$ cat config.mk
export PLATFORM = sky130hd
export DESIGN_NAME = integer_to_ascii_formatter
export DESIGN_NICKNAME = d
export VERILOG_FILES = /design/src/hdl/i2a_pkg.sv /design/src/hdl/integer_to_ascii_formatter.sv /design/src/hdl/i2a_dabble.sv
export SDC_FILE = /design/constraint.sdc
export NUM_CORES = 1
export LEC_CHECK = 0
export CORE_MARGIN = 2
export CORE_UTILIZATION = 25
export CTS_CLUSTER_SIZE = 30
export DETAILED_ROUTE_END_ITERATION = 8
export DONT_BUFFER_PORTS = 1
export HOLD_SLACK_MARGIN = 0.15
export SETUP_SLACK_MARGIN = 0.02
export SYNTH_ARGS = -nofsm -noshare
export SYNTH_HDL_FRONTEND = slang
export SYNTH_HIERARCHICAL = 1
export SYNTH_SLANG_ARGS = --single-unit
$ cat constraint.sdc
create_clock -name clk -period 7.07 [get_ports clk]
set_clock_uncertainty 0.1 [all_clocks]
set_input_delay 0 -clock clk [delete_from_list [all_inputs] [get_ports clk]]
set_output_delay 0 -clock clk [all_outputs]
set_load 0.01 [all_outputs]
$ cat src/hdl/i2a_pkg.sv
// ============================================================================
// i2a_pkg
// Shared types, constants and the digit glyph function of the integer to
// ASCII formatter.
// ============================================================================
`default_nettype none

package i2a_pkg;

    localparam int BIN_W      = 64;
    localparam int DEC_DIGITS = 20;
    localparam int HEX_DIGITS = 16;
    localparam int CNT_W      = 5;

    localparam logic [2:0] MODE_SDEC = 3'd0;
    localparam logic [2:0] MODE_UDEC = 3'd1;
    localparam logic [2:0] MODE_HEX  = 3'd2;
    localparam logic [2:0] MODE_PTR  = 3'd3;
    localparam logic [2:0] MODE_LIT  = 3'd4;

    localparam logic [7:0] CHAR_MINUS = 8'h2D;
    localparam logic [7:0] CHAR_ZERO  = 8'h30;
    localparam logic [7:0] CHAR_X     = 8'h78;
    localparam logic [7:0] CHAR_A_OFS = 8'h57;

    typedef logic [DEC_DIGITS-1:0][3:0] digits_t;

    typedef enum logic [2:0] {
        ST_IDLE,
        ST_CONV,
        ST_PRE0,
        ST_PRE1,
        ST_SKIP,
        ST_EMIT,
        ST_LIT
    } state_t;

    // Lowercase hex glyph for one digit; decimal digits never exceed nine.
    function automatic logic [7:0] glyph(input logic [3:0] d);
        logic [7:0] r;
        if (d < 4'd10)
        begin
            r = CHAR_ZERO + {4'b0000, d};
        end
        else
        begin
            r = CHAR_A_OFS + {4'b0000, d};
        end
        return r;
    endfunction

endpackage

`default_nettype wire

$ cat src/hdl/integer_to_ascii_formatter.sv
// ============================================================================
// integer_to_ascii_formatter
// Formats one integer as signed decimal, unsigned decimal, hex, pointer or a
// literal byte, one ASCII character per output item, most significant first.
// ============================================================================
// The block takes one input item at a time and is not ready until its last
// character has been handed to the output register. Decimal modes run the
// shared binary to BCD shifter, then drop leading zero digits at one per
// cycle (up to 19), then send one character per cycle while the output
// accepts, so dropped and sent digits always add up to twenty. Hex and
// pointer modes skip the converter: up to 15 leading zeros are removed at one
// per cycle, then one character per cycle is sent while the output accepts.
// Mode codes 5 to 7 produce no characters. A negative signed decimal value
// is preceded by a minus sign, and a literal byte is sent as it is.
`default_nettype none

module integer_to_ascii_formatter #(
    parameter int POINTER_DIGITS = 16
) (
    input  wire logic        clk,
    input  wire logic        rst_n,
    input  wire logic        in_valid,
    output logic             in_ready,
    input  wire logic [2:0]  mode,
    input  wire logic [63:0] value,
    input  wire logic        arg_width,
    output logic             out_valid,
    input  wire logic        out_ready,
    output logic [7:0]       char_out,
    output logic             last
);

    localparam int CW = i2a_pkg::CNT_W;

    i2a_pkg::state_t   state_reg, state_next;
    logic              out_valid_reg, out_valid_next;
    logic [7:0]        char_reg, char_next;
    logic              last_reg, last_next;
    logic [CW-1:0]     cnt_reg, cnt_next;
    logic [CW-1:0]     min_reg, min_next;
    i2a_pkg::digits_t  dig_reg, dig_next;
    logic              neg_reg, neg_next;
    logic              ptr_reg, ptr_next;
    logic [7:0]        lit_reg, lit_next;

    logic              accept;
    logic              can_load;
    logic [63:0]       u_val;
    logic [63:0]       s_val;
    logic [63:0]       mag;
    logic              dec_mode;
    logic [CW-1:0]     top_idx;
    logic [3:0]        top_dig;
    logic              dab_busy;
    i2a_pkg::digits_t  dab_bcd;

    assign u_val    = arg_width ? value : {32'h0000_0000, value[31:0]};
    assign s_val    = arg_width ? value : {{32{value[31]}}, value[31:0]};
    assign dec_mode = (mode == i2a_pkg::MODE_SDEC) || (mode == i2a_pkg::MODE_UDEC);
    assign mag      = ((mode == i2a_pkg::MODE_SDEC) && s_val[63]) ? (~s_val + 64'd1) : u_val;

    assign in_ready = (state_reg == i2a_pkg::ST_IDLE);
    assign accept   = in_valid && in_ready;
    assign can_load = !out_valid_reg || out_ready;
    assign top_idx  = cnt_reg - CW'(1);
    assign top_dig  = dig_reg[top_idx];

    i2a_dabble u_dabble (
        .clk   (clk),
        .rst_n (rst_n),
        .start (accept && dec_mode),
        .bin   (mag),
        .busy  (dab_busy),
        .bcd   (dab_bcd)
    );

    always_ff @(posedge clk or negedge rst_n)
    begin
        if (!rst_n)
        begin
            state_reg     <= i2a_pkg::ST_IDLE;
            out_valid_reg <= 1'b0;
            cnt_reg       <= '0;
        end
        else
        begin
            state_reg     <= state_next;
            out_valid_reg <= out_valid_next;
            cnt_reg       <= cnt_next;
        end
    end

    always_ff @(posedge clk)
    begin
        char_reg <= char_next;
        last_reg <= last_next;
        min_reg  <= min_next;
        dig_reg  <= dig_next;
        neg_reg  <= neg_next;
        ptr_reg  <= ptr_next;
        lit_reg  <= lit_next;
    end

    always_comb
    begin
        state_next     = state_reg;
        out_valid_next = out_valid_reg && !out_ready;
        char_next      = char_reg;
        last_next      = last_reg;
        cnt_next       = cnt_reg;
        min_next       = min_reg;
        dig_next       = dig_reg;
        neg_next       = neg_reg;
        ptr_next       = ptr_reg;
        lit_next       = lit_reg;

        unique case (state_reg)
            i2a_pkg::ST_IDLE:
            begin
                if (accept)
                begin
                    neg_next = (mode == i2a_pkg::MODE_SDEC) && s_val[63];
                    ptr_next = (mode == i2a_pkg::MODE_PTR);
                    lit_next = value[7:0];
                    unique case (mode)
                        i2a_pkg::MODE_SDEC, i2a_pkg::MODE_UDEC:
                        begin
                            state_next = i2a_pkg::ST_CONV;
                        end
                        i2a_pkg::MODE_HEX:
                        begin
                            dig_next   = i2a_pkg::digits_t'({16'h0000, u_val});
                            cnt_next   = CW'(i2a_pkg::HEX_DIGITS);
                            min_next   = CW'(1);
                            state_next = i2a_pkg::ST_SKIP;
                        end
                        i2a_pkg::MODE_PTR:
                        begin
                            dig_next   = i2a_pkg::digits_t'({16'h0000, value});
                            cnt_next   = CW'(i2a_pkg::HEX_DIGITS);
                            min_next   = CW'(POINTER_DIGITS);
                            state_next = i2a_pkg::ST_PRE0;
                        end
                        i2a_pkg::MODE_LIT:
                        begin
                            state_next = i2a_pkg::ST_LIT;
                        end
                        default:
                        begin
                            state_next = i2a_pkg::ST_IDLE;
                        end
                    endcase
                end
            end
            i2a_pkg::ST_CONV:
            begin
                if (!dab_busy)
                begin
                    dig_next   = dab_bcd;
                    cnt_next   = CW'(i2a_pkg::DEC_DIGITS);
                    min_next   = CW'(1);
                    state_next = neg_reg ? i2a_pkg::ST_PRE0 : i2a_pkg::ST_SKIP;
                end
            end
            i2a_pkg::ST_PRE0:
            begin
                if (can_load)
                begin
                    out_valid_next = 1'b1;
                    char_next      = ptr_reg ? i2a_pkg::CHAR_ZERO : i2a_pkg::CHAR_MINUS;
                    last_next      = 1'b0;
                    state_next     = ptr_reg ? i2a_pkg::ST_PRE1 : i2a_pkg::ST_SKIP;
                end
            end
            i2a_pkg::ST_PRE1:
            begin
                if (can_load)
                begin
                    out_valid_next = 1'b1;
                    char_next      = i2a_pkg::CHAR_X;
                    last_next      = 1'b0;
                    state_next     = i2a_pkg::ST_SKIP;
                end
            end
            i2a_pkg::ST_SKIP:
            begin
                // Drop leading zero digits down to the minimum digit count.
                if ((cnt_reg > min_reg) && (top_dig == 4'd0))
                begin
                    cnt_next = cnt_reg - CW'(1);
                end
                else
                begin
                    state_next = i2a_pkg::ST_EMIT;
                end
            end
            i2a_pkg::ST_EMIT:
            begin
                if (can_load)
                begin
                    out_valid_next = 1'b1;
                    char_next      = i2a_pkg::glyph(top_dig);
                    last_next      = (cnt_reg == CW'(1));
                    cnt_next       = cnt_reg - CW'(1);
                    if (cnt_reg == CW'(1))
                    begin
                        state_next = i2a_pkg::ST_IDLE;
                    end
                end
            end
            i2a_pkg::ST_LIT:
            begin
                if (can_load)
                begin
                    out_valid_next = 1'b1;
                    char_next      = lit_reg;
                    last_next      = 1'b1;
                    state_next     = i2a_pkg::ST_IDLE;
                end
            end
            default:
            begin
                state_next = i2a_pkg::ST_IDLE;
            end
        endcase
    end

    assign out_valid = out_valid_reg;
    assign char_out  = char_reg;
    assign last      = last_reg;

endmodule

`default_nettype wire

$ cat src/hdl/i2a_dabble.sv
// ============================================================================
// i2a_dabble
// Iterative binary to BCD converter: one shift-and-add-three step per cycle.
// ============================================================================
`default_nettype none

module i2a_dabble (
    input  wire logic                         clk,
    input  wire logic                         rst_n,
    input  wire logic                         start,
    input  wire logic [i2a_pkg::BIN_W-1:0]    bin,
    output logic                              busy,
    output i2a_pkg::digits_t                  bcd
);

    localparam int STEP_W = $clog2(i2a_pkg::BIN_W);
    localparam int BCD_W  = 4 * i2a_pkg::DEC_DIGITS;

    logic                        busy_reg;
    logic [STEP_W-1:0]           step_reg;
    logic [i2a_pkg::BIN_W-1:0]   sh_reg;
    i2a_pkg::digits_t            bcd_reg;
    i2a_pkg::digits_t            adj;
    logic [BCD_W-1:0]            adj_flat;

    // Every digit of five or more gets three added before the shift.
    always_comb
    begin
        for (int i = 0; i < i2a_pkg::DEC_DIGITS; i++)
        begin
            adj[i] = (bcd_reg[i] >= 4'd5) ? (bcd_reg[i] + 4'd3) : bcd_reg[i];
        end
        adj_flat = adj;
    end

    always_ff @(posedge clk or negedge rst_n)
    begin
        if (!rst_n)
        begin
            busy_reg <= 1'b0;
            step_reg <= '0;
        end
        else if (start)
        begin
            busy_reg <= 1'b1;
            step_reg <= '0;
        end
        else if (busy_reg)
        begin
            step_reg <= step_reg + 1'b1;
            if (step_reg == STEP_W'(i2a_pkg::BIN_W - 1))
            begin
                busy_reg <= 1'b0;
            end
        end
    end

    always_ff @(posedge clk)
    begin
        if (start)
        begin
            sh_reg  <= bin;
            bcd_reg <= '0;
        end
        else if (busy_reg)
        begin
            sh_reg  <= {sh_reg[i2a_pkg::BIN_W-2:0], 1'b0};
            bcd_reg <= i2a_pkg::digits_t'({adj_flat[BCD_W-2:0], sh_reg[i2a_pkg::BIN_W-1]});
        end
    end

    assign busy = busy_reg;
    assign bcd  = bcd_reg;

endmodule

`default_nettype wire
# Word level (Yosys, flattened, before mapping)
# Index checks and enable logic that the tools add are counted.
[op_classes] eq_ne=24 n_reduce_logical=27 add_sub_neg=25 bitwise=1 muxes=71 n_lt_le_gt_ge=23
[ops] op="$mux W64" count=5
[ops] op="$pmux W80 S2" count=2
[ops] op="$mux W80" count=2
[ops] op="$ge A4 B3 Y1 const B" count=20
[ops] op="$mux W4" count=20
[ops] op="$add A4 B2 Y4 const B" count=19
[ops] op="$add A64 B1 Y64 const B" count=1
[ops] op="$not A64 Y64" count=1
[ops] op="$mux W5" count=8
[ops] op="$mux W8" count=5
[ops] op="$mux W3" count=11
[ops] op="$pmux W8 S4" count=1
[ops] op="$pmux W3 S7" count=1
[ops] op="$bmux W4 S5" count=1
[ops] op="$pmux W5 S2" count=2
[ops] op="$pmux W5 S4" count=1
[ops] op="$ne A2 B2 Y1 const B" count=9
[ops] op="$eq A3 B2 Y1 const B" count=4
[ops] op="$eq A3 B3 Y1 const B" count=4
[ops] op="$mux W6" count=2
[ops] op="$pmux W3 S4" count=1
[ops] op="$add A7 B4 Y8 const A" count=1
[ops] op="$mux W1" count=8
[ops] op="$reduce_and A4 Y1" count=2
[ops] op="27 further kinds" count=40
[totals] input_bits=72 reg_bits=264 out_inout_bits=11

# Longest topological paths before layout
# Gate-level depths: netlist (run 1).
[depth] word_depth=7 ltp_mapped=15 mapped_depth_nobuf=12

# By module
# The synthesis (run 1) kept the hierarchy.
[by_module_without_submodules] module="i2a_dabble" n_inst=1 cells_per_inst=768 area_each_um2=7788.7
[by_module_without_submodules] module="integer_to_ascii_formatter" n_inst=1 cells_per_inst=734 area_each_um2=7607.3

# Worst setup path before layout (run 1)
# OpenSTA, ideal clock, no wires.
[synth_timing] kind="reg2reg" from="register state_reg[1]" to="register cnt_reg[2]" path_buffers=1 arrival_time_ns=5.410 path_slack_ns=1.431 setup_ns=0.129 stages_incl_launch_ff=8 path_cell_list="dfrtp_1 > clkbuf_1 > or2_2 > a21oi_1 > a31oi_1 > o31a_1 > o21ai_0 > o21ai_0"
[synth_between] elab_chain_cells=4 word_cells_on_any_way=13 classes_between="8 x eq/ne; 1 x mux; 4 x reduce/logical"
[synth_rtl] item="from (decl)" line_no="integer_to_ascii_formatter.sv:35" source="i2a_pkg::state_t state_reg, state_next;"
[synth_rtl] item="from (signal assigned)" line_no="integer_to_ascii_formatter.sv:81" source="state_reg <= i2a_pkg::ST_IDLE;"
[synth_rtl] item="from (signal assigned)" line_no="integer_to_ascii_formatter.sv:87" source="state_reg <= state_next;"
[synth_rtl] item="$logic_not A3 Y1" line_no="integer_to_ascii_formatter.sv:62, integer_to_ascii_formatter.sv:117"
[synth_rtl] item="$logic_and A1 B1 Y1" line_no="integer_to_ascii_formatter.sv:63" source="assign accept = in_valid && in_ready;"
[synth_rtl] item="$ne A2 B1 Y1 (no line)"
[synth_rtl] item="$reduce_and A6 Y1 (no line)"
[synth_rtl] item="to (signal assigned)" line_no="integer_to_ascii_formatter.sv:89" source="cnt_reg <= cnt_next;"
[synth_rtl] item="to (decl)" line_no="integer_to_ascii_formatter.sv:39" source="logic [CW-1:0] cnt_reg, cnt_next;"
# Several ways; a longest one is shown, not always the timed one.
# A chain may end at the register's enable or synchronous reset.

# Final worst setup path (run 1)
[layout_timing] from="register cnt_reg[0]" to="register state_reg[0]"
[layout_between] elab_chain_cells=7 word_cells_on_any_way=10 classes_between="1 x add/sub; 1 x order compare; 3 x eq/ne; 2 x mux; 3 x reduce/logical"
[layout_rtl] item="$sub A5 B1 Y5" line_no="integer_to_ascii_formatter.sv:65" source="assign top_idx = cnt_reg - CW'(1);"
[layout_rtl] item="$bmux W4 S5" line_no="integer_to_ascii_formatter.sv:66" source="assign top_dig = dig_reg[top_idx];"
[layout_rtl] item="$mux W4 (implied by the code)" line_no="integer_to_ascii_formatter.sv:66"
[layout_rtl] item="$logic_not A4 Y1" line_no="integer_to_ascii_formatter.sv:188" source="if ((cnt_reg > min_reg) && (top_dig == 4'd0))"
[layout_rtl] item="$logic_and A1 B1 Y1" line_no="integer_to_ascii_formatter.sv:188"
[layout_rtl] item="$ne A2 B2 Y1 (no line)"
[layout_rtl] item="$reduce_and A8 Y1 (no line) (*)"
# Every way passes the cells marked *; elsewhere a longest branch is shown, timed or not. The select of a mux whose other input is x is not followed.

==> results of run 1 <==
==> stage by stage <==
step	hold slack (ns)	instances	power [W]	utilization, %
4_1_cts	0.1535	2376	0.007617	29.88
6_report	0.1708	2390	0.007618	29.93
3_3_place_gp	-0.3935	2211	0.005812	26.49
3_5_place_dp	-0.3934	2211	0.005968	26.49
5_1_grt	0.1713	2386	0.008167	29.92
2_1_floorplan	-0.3956	1502	0.005316	-
==> layer usage <==
layer | vias up | routed length (um)
li1 | 5785 | -
met1 | 5973 | 19570
met2 | 434 | 17270
met3 | 81 | 3139
met4 | 14 | 965
met5 | - | 93
==> cell families (layout without fill, tap and decap cells) <==
group / count (synthesis) / count (layout) / share of synthesized area (%)
other: 0 / 14 / 0
XOR/XNOR: 88 / 88 / 5.055
buffers and inverters: 161 / 253 / 4.770
adder cells (fa/ha/maj): 48 / 48 / 3.901
AO/OA/AOI/OAI: 407 / 407 / 16.84
flip-flops: 261 / 261 / 45.18
multiplexers: 122 / 122 / 10.00
AND/OR/NAND/NOR: 415 / 415 / 14.25
==> critical path: stages (launching register included) <==
cell	delay, ns
dfrtp_1	1.01
inv_1	0.23
ha_1	0.77
mux4_1	0.42
nand2_1	0.09
nand2_1	0.06
a222oi_1	0.84
ha_1	0.28
o211ai_1	0.12
nor4_1	0.21
nor4_1	0.09
a21o_1	0.18
dlygate4sd3_1	0.55
==> repair_timing <==
item | in CTS | in global routing
resized for setup | 0 | 0
hold endpoints to repair | 264 | 0
hold buffers | 113 | 0
==> cell usage after synthesis, types with 28 or more instances <==
master | count | share of area (%)
clkbuf_1 | 51 | 1.2
nor3_1 | 30 | 0.98
o31ai_1 | 28 | 1.4
dfxtp_1 | 80 | 10
xnor2_1 | 57 | 3.2
o21ai_0 | 98 | 3.2
nand3_1 | 34 | 1.1
xor2_1 | 30 | 1.7
nand2b_1 | 34 | 1.4
nor2_1 | 102 | 2.5
ha_1 | 48 | 3.9
edfxtp_1 | 165 | 32
mux2_2 | 94 | 6.9
nand2_1 | 75 | 1.8
inv_1 | 74 | 1.8
a21oi_1 | 105 | 3.4
a22o_1 | 32 | 1.8
==> power breakdown <==
group | total, W | internal (W) | switching [W]
Clock | 0.00146 | 0.000812 | 0.000647
Sequential | 0.00291 | 0.00236 | 0.000547
Combinational | 0.00325 | 0.00151 | 0.00174
==> worst min-delay path by stage <==
| stage | endpoint | depth (start not counted) | startpoint |
|---|---|---|---|
| final | u_dabble/sh_reg[43] | 5 | arg_width |
| after global routing | lit_reg[3] | 1 | value[3] |
| after CTS | u_dabble/sh_reg[52] | 5 | value[46] |
| after detailed placement | out_valid | 0 | rst_n |
| after global placement | out_valid | 0 | rst_n |
| after floorplan | cnt_reg[0] | 0 | rst_n |
==> cell type report <==
type / count / area share [%]
clock buffers: 34 / 4.209
flip-flops and latches: 261 / 38.38
well taps: 782 / 5.395
multi-input cells: 1080 / 42.62
diodes: 14 / 0.1932
repair buffers: 126 / 6.830
inverters: 75 / 1.552
clock inverters: 18 / 0.8210
==> impl_metrics.ini, run 1 <==
[global_route]
grt_remaining_overflow = 0
use_met2_pct = 18.36
grt_pass1_vias = 11584
grt_util_met3_pct = 3.347
grtUsageTotal_pct = 12.59
grt_pass1_wl_um = 64830
use_met1_pct = 18.23
grt_max_degree = 86
antenna_found_initial = 19
busiest_layer = met2

[floorplanning]
die_area_sq_mm = 0.06358
coreArea_sq_mm = 0.06058
die_h_um = 252.2
rows = 90
die_x_um = 252.2
start_util_pct = 25.41
num_io_pins = 83

[drt]
drt_iter0_drc = 1026
num_vias = 12287
ant_nets = 0
drc = 0
wl_per_cell_um = 17.17
finalWirelength_um = 41040
dr.pass1.iters = 5
drt-vias-per-instance = 5.141

[worst_setup_path]
startpoint = cnt_reg[0]
required_ns = 7.43
critPathCaptureType = register
reg2reg_depth = 12
critPathMaxFanout = 24
worstSetupPathType = register to register
r2r-end = state_reg[0]
critPathArrivalTime_ns = 5.44
r2r-start = cnt_reg[0]
regToRegSetupSlack_ns = 1.99
start_kind = register
cp-endpoint = state_reg[0]

[clock_tree]
root_buffer = clkbuf_16
clock_sinks = 261
post_cts_buffers = 0
clk_pin_slew_worst_paths_ns = 0.07
cts_max_level = 1
cts_tree = built
clockBufferDepth = 3
clk_latency_ns = 0.57
cts_buffers = 28

[sta]
setup_tns_ns = 0
rsz0062_at_grt = false
fmax_mhz = 196.8
setup_viol = 0
hold_viol = 0
period_share_pct = 71.87
finalCriticalPeriod_ns = 5.081
slew_headroom_pct = 28.90
drv_slew = 0
tightest_slew_ns = 1.066
fin_ws_ns = 1.989

[placement]
placed_cell_area_sq_mm = 0.01605
hpwl_um = 27340
port_buffers = 0
gp_congestion = 0.8682
dp_slack_ns = 2.099

[cells_and_area]
final_area_sq_mm = 0.01813
layout-drive-gt1-share_pct = 12.23
final_nets = 1692
register_area_sq_mm = 0.006960
area_growth_pct = 17.79
multiInputGateArea_sq_mm = 0.007729
final_common_cell = edfxtp_1
nFillCells = 6195
final_cell_mix = edfxtp_1 (165), dlygate4sd3_1 (112), a21oi_1 (104)

[synth]
synth_area_sq_mm = 0.01540
syn_nets = 1622
synth_ff_type = edfxtp_1
synthArstFlopShare_pct = 6.130
ys_ff_latch = 261
yosysSeqAreaShare_pct = 45.18
netlist_instances = 1502
syn_area_per_cell_sq_um = 10.25
yosysWarnings = 6
ys_types = 84
synth_edf_count = 165

[pwr]
ir_drop_v = 0.0002243
p_leak_nw = 6.597
power_per_cell_area_mw_per_mm2 = 420.1

[status]
status = complete, no violations

[job]
maxCapViolCount = 0

[hold_path]
hold_class = input pin to register
(Power assumes the default switching activity.)
==> inputs of run 2 (changes only) <==
==> constraint.sdc (replaced) <==
create_clock -name clk -period 4.92 [get_ports clk]
set_clock_uncertainty 0.1 [all_clocks]
set_input_delay 0 -clock clk [delete_from_list [all_inputs] [get_ports clk]]
set_output_delay 0 -clock clk [all_outputs]
set_load 0.01 [all_outputs]
==> impl_metrics.ini, run 2 (synthesized netlist as in run 1, its figures left out) <==
[sta]
slew_headroom_pct = 21.78
setup_tns_ns = 0
rsz0062_at_grt = false
finalCriticalPeriod_ns = 4.356
setup_viol = 0
hold_viol = 0
period_share_pct = 88.54
drv_slew = 0
fmax_mhz = 229.6
tightest_slew_ns = 1.172

[global_route]
grtUsageTotal_pct = 12.65
grt_pass1_wl_um = 65450
grt_max_degree = 97
grt_pass1_vias = 11874
grt_remaining_overflow = 0
antenna_found_initial = 10

[cells_and_area]
final_common_cell = edfxtp_1
area_growth_pct = 17.40
final_nets = 1692
final_cell_mix = edfxtp_1 (165), dlygate4sd3_1 (109), a21oi_1 (104)
layout-drive-gt1-share_pct = 12.05

[hold_path]
hold_end = u_dabble/sh_reg[34]
hold_class = input pin to register
min_path_cells = 4
hp-start = value[33]

[pwr]
power_per_cell_area_mw_per_mm2 = 604.5
p_sw_w = 0.004228
internal-power_w = 0.006698
comb_power_share_pct = 43.2
ir_drop_v = 0.0003259
p_leak_nw = 6.568
power.share.clock_pct = 18.9
switching_share_pct = 38.70
power_frac_seq_pct = 38.0
finalPower_w = 0.01093

[job]
maxCapViolCount = 0

[drt]
drt_iter0_drc = 1155
num_vias = 12242
wl_per_cell_um = 17.35
drc = 0
finalWirelength_um = 41370
ant_nets = 0
drt-vias-per-instance = 5.135
dr.pass1.iters = 5

[worst_setup_path]
critPathCaptureType = register
reg2reg_depth = 12
crit_buf_inv = 1
regToRegSetupSlack_ns = 0.56
r2r-end = cnt_reg[2]
critPathArrivalTime_ns = 4.70
crit_slowest_cell = a222oi_1
start_kind = register
crit_family = compound AO/OA/AOI/OAI gates
crit_chain = inv_1 > ha_1 > mux4_1 > nand2_1 > nand2_1 > a222oi_1 > ha_1 > o211ai_1 > or3_1 > o31a_1 > o21ai_0 > o21ai_0
slowest_delay_ns = 0.94
required_ns = 5.26
cp.depth = 12
r2r-start = cnt_reg[1]
worstSetupPathType = register to register
critPathMaxFanout = 18

[status]
status = complete, no violations

[floorplanning]
die_h_um = 252.2
coreArea_sq_mm = 0.06058
rows = 90
start_util_pct = 25.41
die_x_um = 252.2
num_io_pins = 83
die_area_sq_mm = 0.06358

[clock_tree]
clk_pin_slew_worst_paths_ns = 0.06
cts_tree = built
cts_max_level = 1
post_cts_buffers = 0
root_buffer = clkbuf_16
cts-resized-gates = 0
clk_latency_ns = 0.57
clockBufferDepth = 3
clock_sinks = 261
cts_buffers = 27

[placement]
port_buffers = 0
gp_congestion = 0.8684
hpwl_um = 27940
## run 2: final cells by class
class,count,area (sq um)
inverter,75,281.5
clock buffer,33,708.2
multi-input combinational,1080,7729
sequential,261,6960
clock inverter,17,156.4
timing repair buffer,127,1239
tap,782,978.4
fill,6164,42510
antenna,9,22.52
## run 2: layer usage
layer	vias up	track usage, %	wire length, um
met3	75	3.296	3671
met5	-	0	82
li1	5774	-	-
met1	5957	17.97	19180
met2	424	19.12	17680
met4	12	3.009	755
## run 2: worst max path at each step
stage	from	endpoint	slack, ns
CTS	cnt_reg[1]	cnt_reg[2]	0.60
finish	cnt_reg[1]	cnt_reg[2]	0.56
global route	cnt_reg[1]	cnt_reg[2]	0.25
detailed placement	cnt_reg[1]	cnt_reg[2]	0.61
floorplan	state_reg[1]	cnt_reg[2]	1.09
global placement	cnt_reg[1]	cnt_reg[2]	0.82
## run 2: timing repair
action / in CTS / in global routing
setup endpoints to repair: 0 / 0
hold endpoints to repair: 240 / 0
hold buffers: 110 / 0
## run 2: worst reg2reg max path, stage by stage, from the launching register on
cell      delay [ns]
dfrtp_1         0.46
inv_1           0.10
ha_1            0.72
mux4_1          0.44
nand2_1         0.09
nand2_1         0.06
a222oi_1        0.94
ha_1            0.30
o211ai_1        0.12
or3_1           0.32
o31a_1          0.31
o21ai_0         0.16
o21ai_0         0.10
## run 2: power by group through the flow
stage	logic [W]	clock network (W)	registers [W]
after global placement	0.00425	0	0.00415
after global routing	0.00523	0.00219	0.00426
after floorplan	0.00377	0	0.00386
after CTS	0.00466	0.00211	0.00414
final	0.00472	0.00206	0.00415
after detailed placement	0.00443	0	0.00418
## run 2: stage by stage
stage / instance area, sq um / util, % / hold WS, ns / worst slack, ns / instances
2_1_floorplan: 15400 / - / -0.3956 / 1.087 / 1502
3_3_place_gp: 16080 / 26.54 / -0.3938 / 0.8189 / 2215
3_5_place_dp: 16080 / 26.54 / -0.3939 / 0.6127 / 2215
4_1_cts: 18050 / 29.80 / 0.1537 / 0.5958 / 2375
5_1_grt: 18060 / 29.81 / 0.1737 / 0.2503 / 2379
6_report: 18070 / 29.83 / 0.1659 / 0.5639 / 2384
==> inputs of run 3 (changes only) <==
==> constraint.sdc (replaced) <==
create_clock -name clk -period 5.39 [get_ports clk]
set_clock_uncertainty 0.1 [all_clocks]
set_input_delay 0 -clock clk [delete_from_list [all_inputs] [get_ports clk]]
set_output_delay 0 -clock clk [all_outputs]
set_load 0.01 [all_outputs]
==> impl_metrics.ini, run 3 (synthesized netlist as in run 1, its figures left out) <==
[worst_setup_path]
critPathArrivalTime_ns = 4.85
crit_buf_inv = 2
start_kind = register
crit_slowest_cell = a222oi_1
slowest_delay_ns = 0.89
crit_family = compound AO/OA/AOI/OAI gates
crit_chain = buf_4 > inv_1 > ha_1 > mux4_1 > nand2_1 > nand2_1 > a222oi_1 > ha_1 > o211ai_1 > or3_1 > o31a_1 > o21ai_0 > o21ai_0
required_ns = 5.71
worstSetupPathType = register to register
critPathCaptureType = register
critPathMaxFanout = 24

[clock_tree]
cts_buffers = 28
clock_sinks = 261
clockBufferDepth = 3
clk_latency_ns = 0.56
cts_tree = built
cts_max_level = 1
root_buffer = clkbuf_16
clk_pin_slew_worst_paths_ns = 0.06

[placement]
gp_congestion = 0.8378
port_buffers = 0
dp_cells = 2213
hpwl_um = 27940

[sta]
rsz0062_at_grt = false
period_share_pct = 84.11
slew_headroom_pct = 19.44
setup_tns_ns = 0
fmax_mhz = 220.6
finalCriticalPeriod_ns = 4.534
tightest_slew_ns = 1.206
drv_slew = 0
hold_viol = 0
setup_viol = 0

[drt]
top_layer = met5
dr.pass1.iters = 5
drt-vias-per-instance = 5.118
drt_iter0_drc = 1083
ant_nets = 0
finalWirelength_um = 41510
route.met2.wl_um = 18030
dr_wl_met3_um = 3387
wl_per_cell_um = 17.39
drc = 0
num_vias = 12216
wl_met1_um = 19300

[global_route]
grt_pass1_wl_um = 65420
grtUsageTotal_pct = 12.68
grt_remaining_overflow = 0
antenna_found_initial = 18
grt_pass1_vias = 11712
grt_max_degree = 82

[cells_and_area]
layout-drive-gt1-share_pct = 12.30
final_common_cell = edfxtp_1
layout.cells.non_filler = 2387
final_nets = 1691
area_growth_pct = 18.43
nFillCells = 6154
final_cell_mix = edfxtp_1 (165), dlygate4sd3_1 (109), a21oi_1 (104)

[floorplanning]
num_io_pins = 83
die_area_sq_mm = 0.06358
die_h_um = 252.2
rows = 90
start_util_pct = 25.41
coreArea_sq_mm = 0.06058
die_x_um = 252.2

[pwr]
power_per_cell_area_mw_per_mm2 = 561.1
p_leak_nw = 6.639
ir_drop_v = 0.0002737

[hold_path]
hold_class = input pin to register

[job]
maxCapViolCount = 0

[status]
status = complete, no violations
[run 3: cell count changes in the layout (fill, tap and decap cells not counted), sizes merged]
cell	change
diode	+3
clkinv	+1
inv	-1
clkbuf	-1
bufinv	+4
buf	-2
clkinvlp	-1
[run 3: where the power goes]
part           switching [W]  total (W)  internal, W
sequential          0.000680    0.00378      0.00310
clock               0.000838    0.00212      0.00129
combinational        0.00235    0.00433      0.00197
[run 3: worst min-delay path, cell delays in order]
cell and delay (ns):
or2_2 0.20, nand2_1 0.07, a21oi_1 0.17, xnor2_1 0.14, mux2_2 0.14
[run 3: layout make-up]
class	instances	area, sq um	share of cell area (%)
Antenna cell	12	30.03	0.1647
Clock buffer	32	747.0	4.097
Clock inverter	20	271.5	1.489
Inverter	75	281.5	1.544
Multi-Input combinational cell	1080	7729	42.39
Sequential cell	261	6960	38.17
Tap cell	782	978.4	5.366
Timing Repair Buffer	125	1236	6.780
[run 3: path summary, 6_finish.rpt]
| path | from | to | slack (ns) | cells after the start |
|---|---|---|---|---|
| max in group asynchronous | rst_n | u_dabble/busy | 4.16 | 2 |
| worst min register to register | u_dabble/bcd[79] | u_dabble/bcd[79] | 0.39 | 2 |
| worst min-delay path | value[31] | u_dabble/sh_reg[37] | 0.17 | 5 |
| worst max-delay path | cnt_reg[0] | cnt_reg[2] | 0.86 | 13 |
| min in group asynchronous | rst_n | out_valid | 0.45 | 2 |
| worst max register to register | cnt_reg[0] | cnt_reg[2] | 0.86 | 13 |
[run 3: stage by stage]
step                power [W]  utilization [%]  hold WS (ns)  area, sq um  setup WS, ns
floorplan            0.006967                -       -0.3956        15400         1.557
global placement     0.007667            26.53       -0.3937        16070         1.108
detailed placement   0.007864            26.53       -0.3936        16070        0.8974
CTS                   0.01022            30.05        0.1508        18200        0.8720
global route          0.01094            30.08        0.1825        18230        0.5802
finish                0.01023            30.10        0.1734        18230        0.8565
[run 3: per-layer routing]
layer  vias to the layer above  GRT usage [%]
li1                       5760              -
met5                         -              0
met1                      5938          17.95
met2                       437          19.36
met3                        65          3.326
met4                        16          2.722
[run 3: timing repair]
item	in CTS	in global routing
endpoints found under the hold margin	281	0
hold buffers	110	0
gates resized for setup	0	0
buffers inserted	0	0
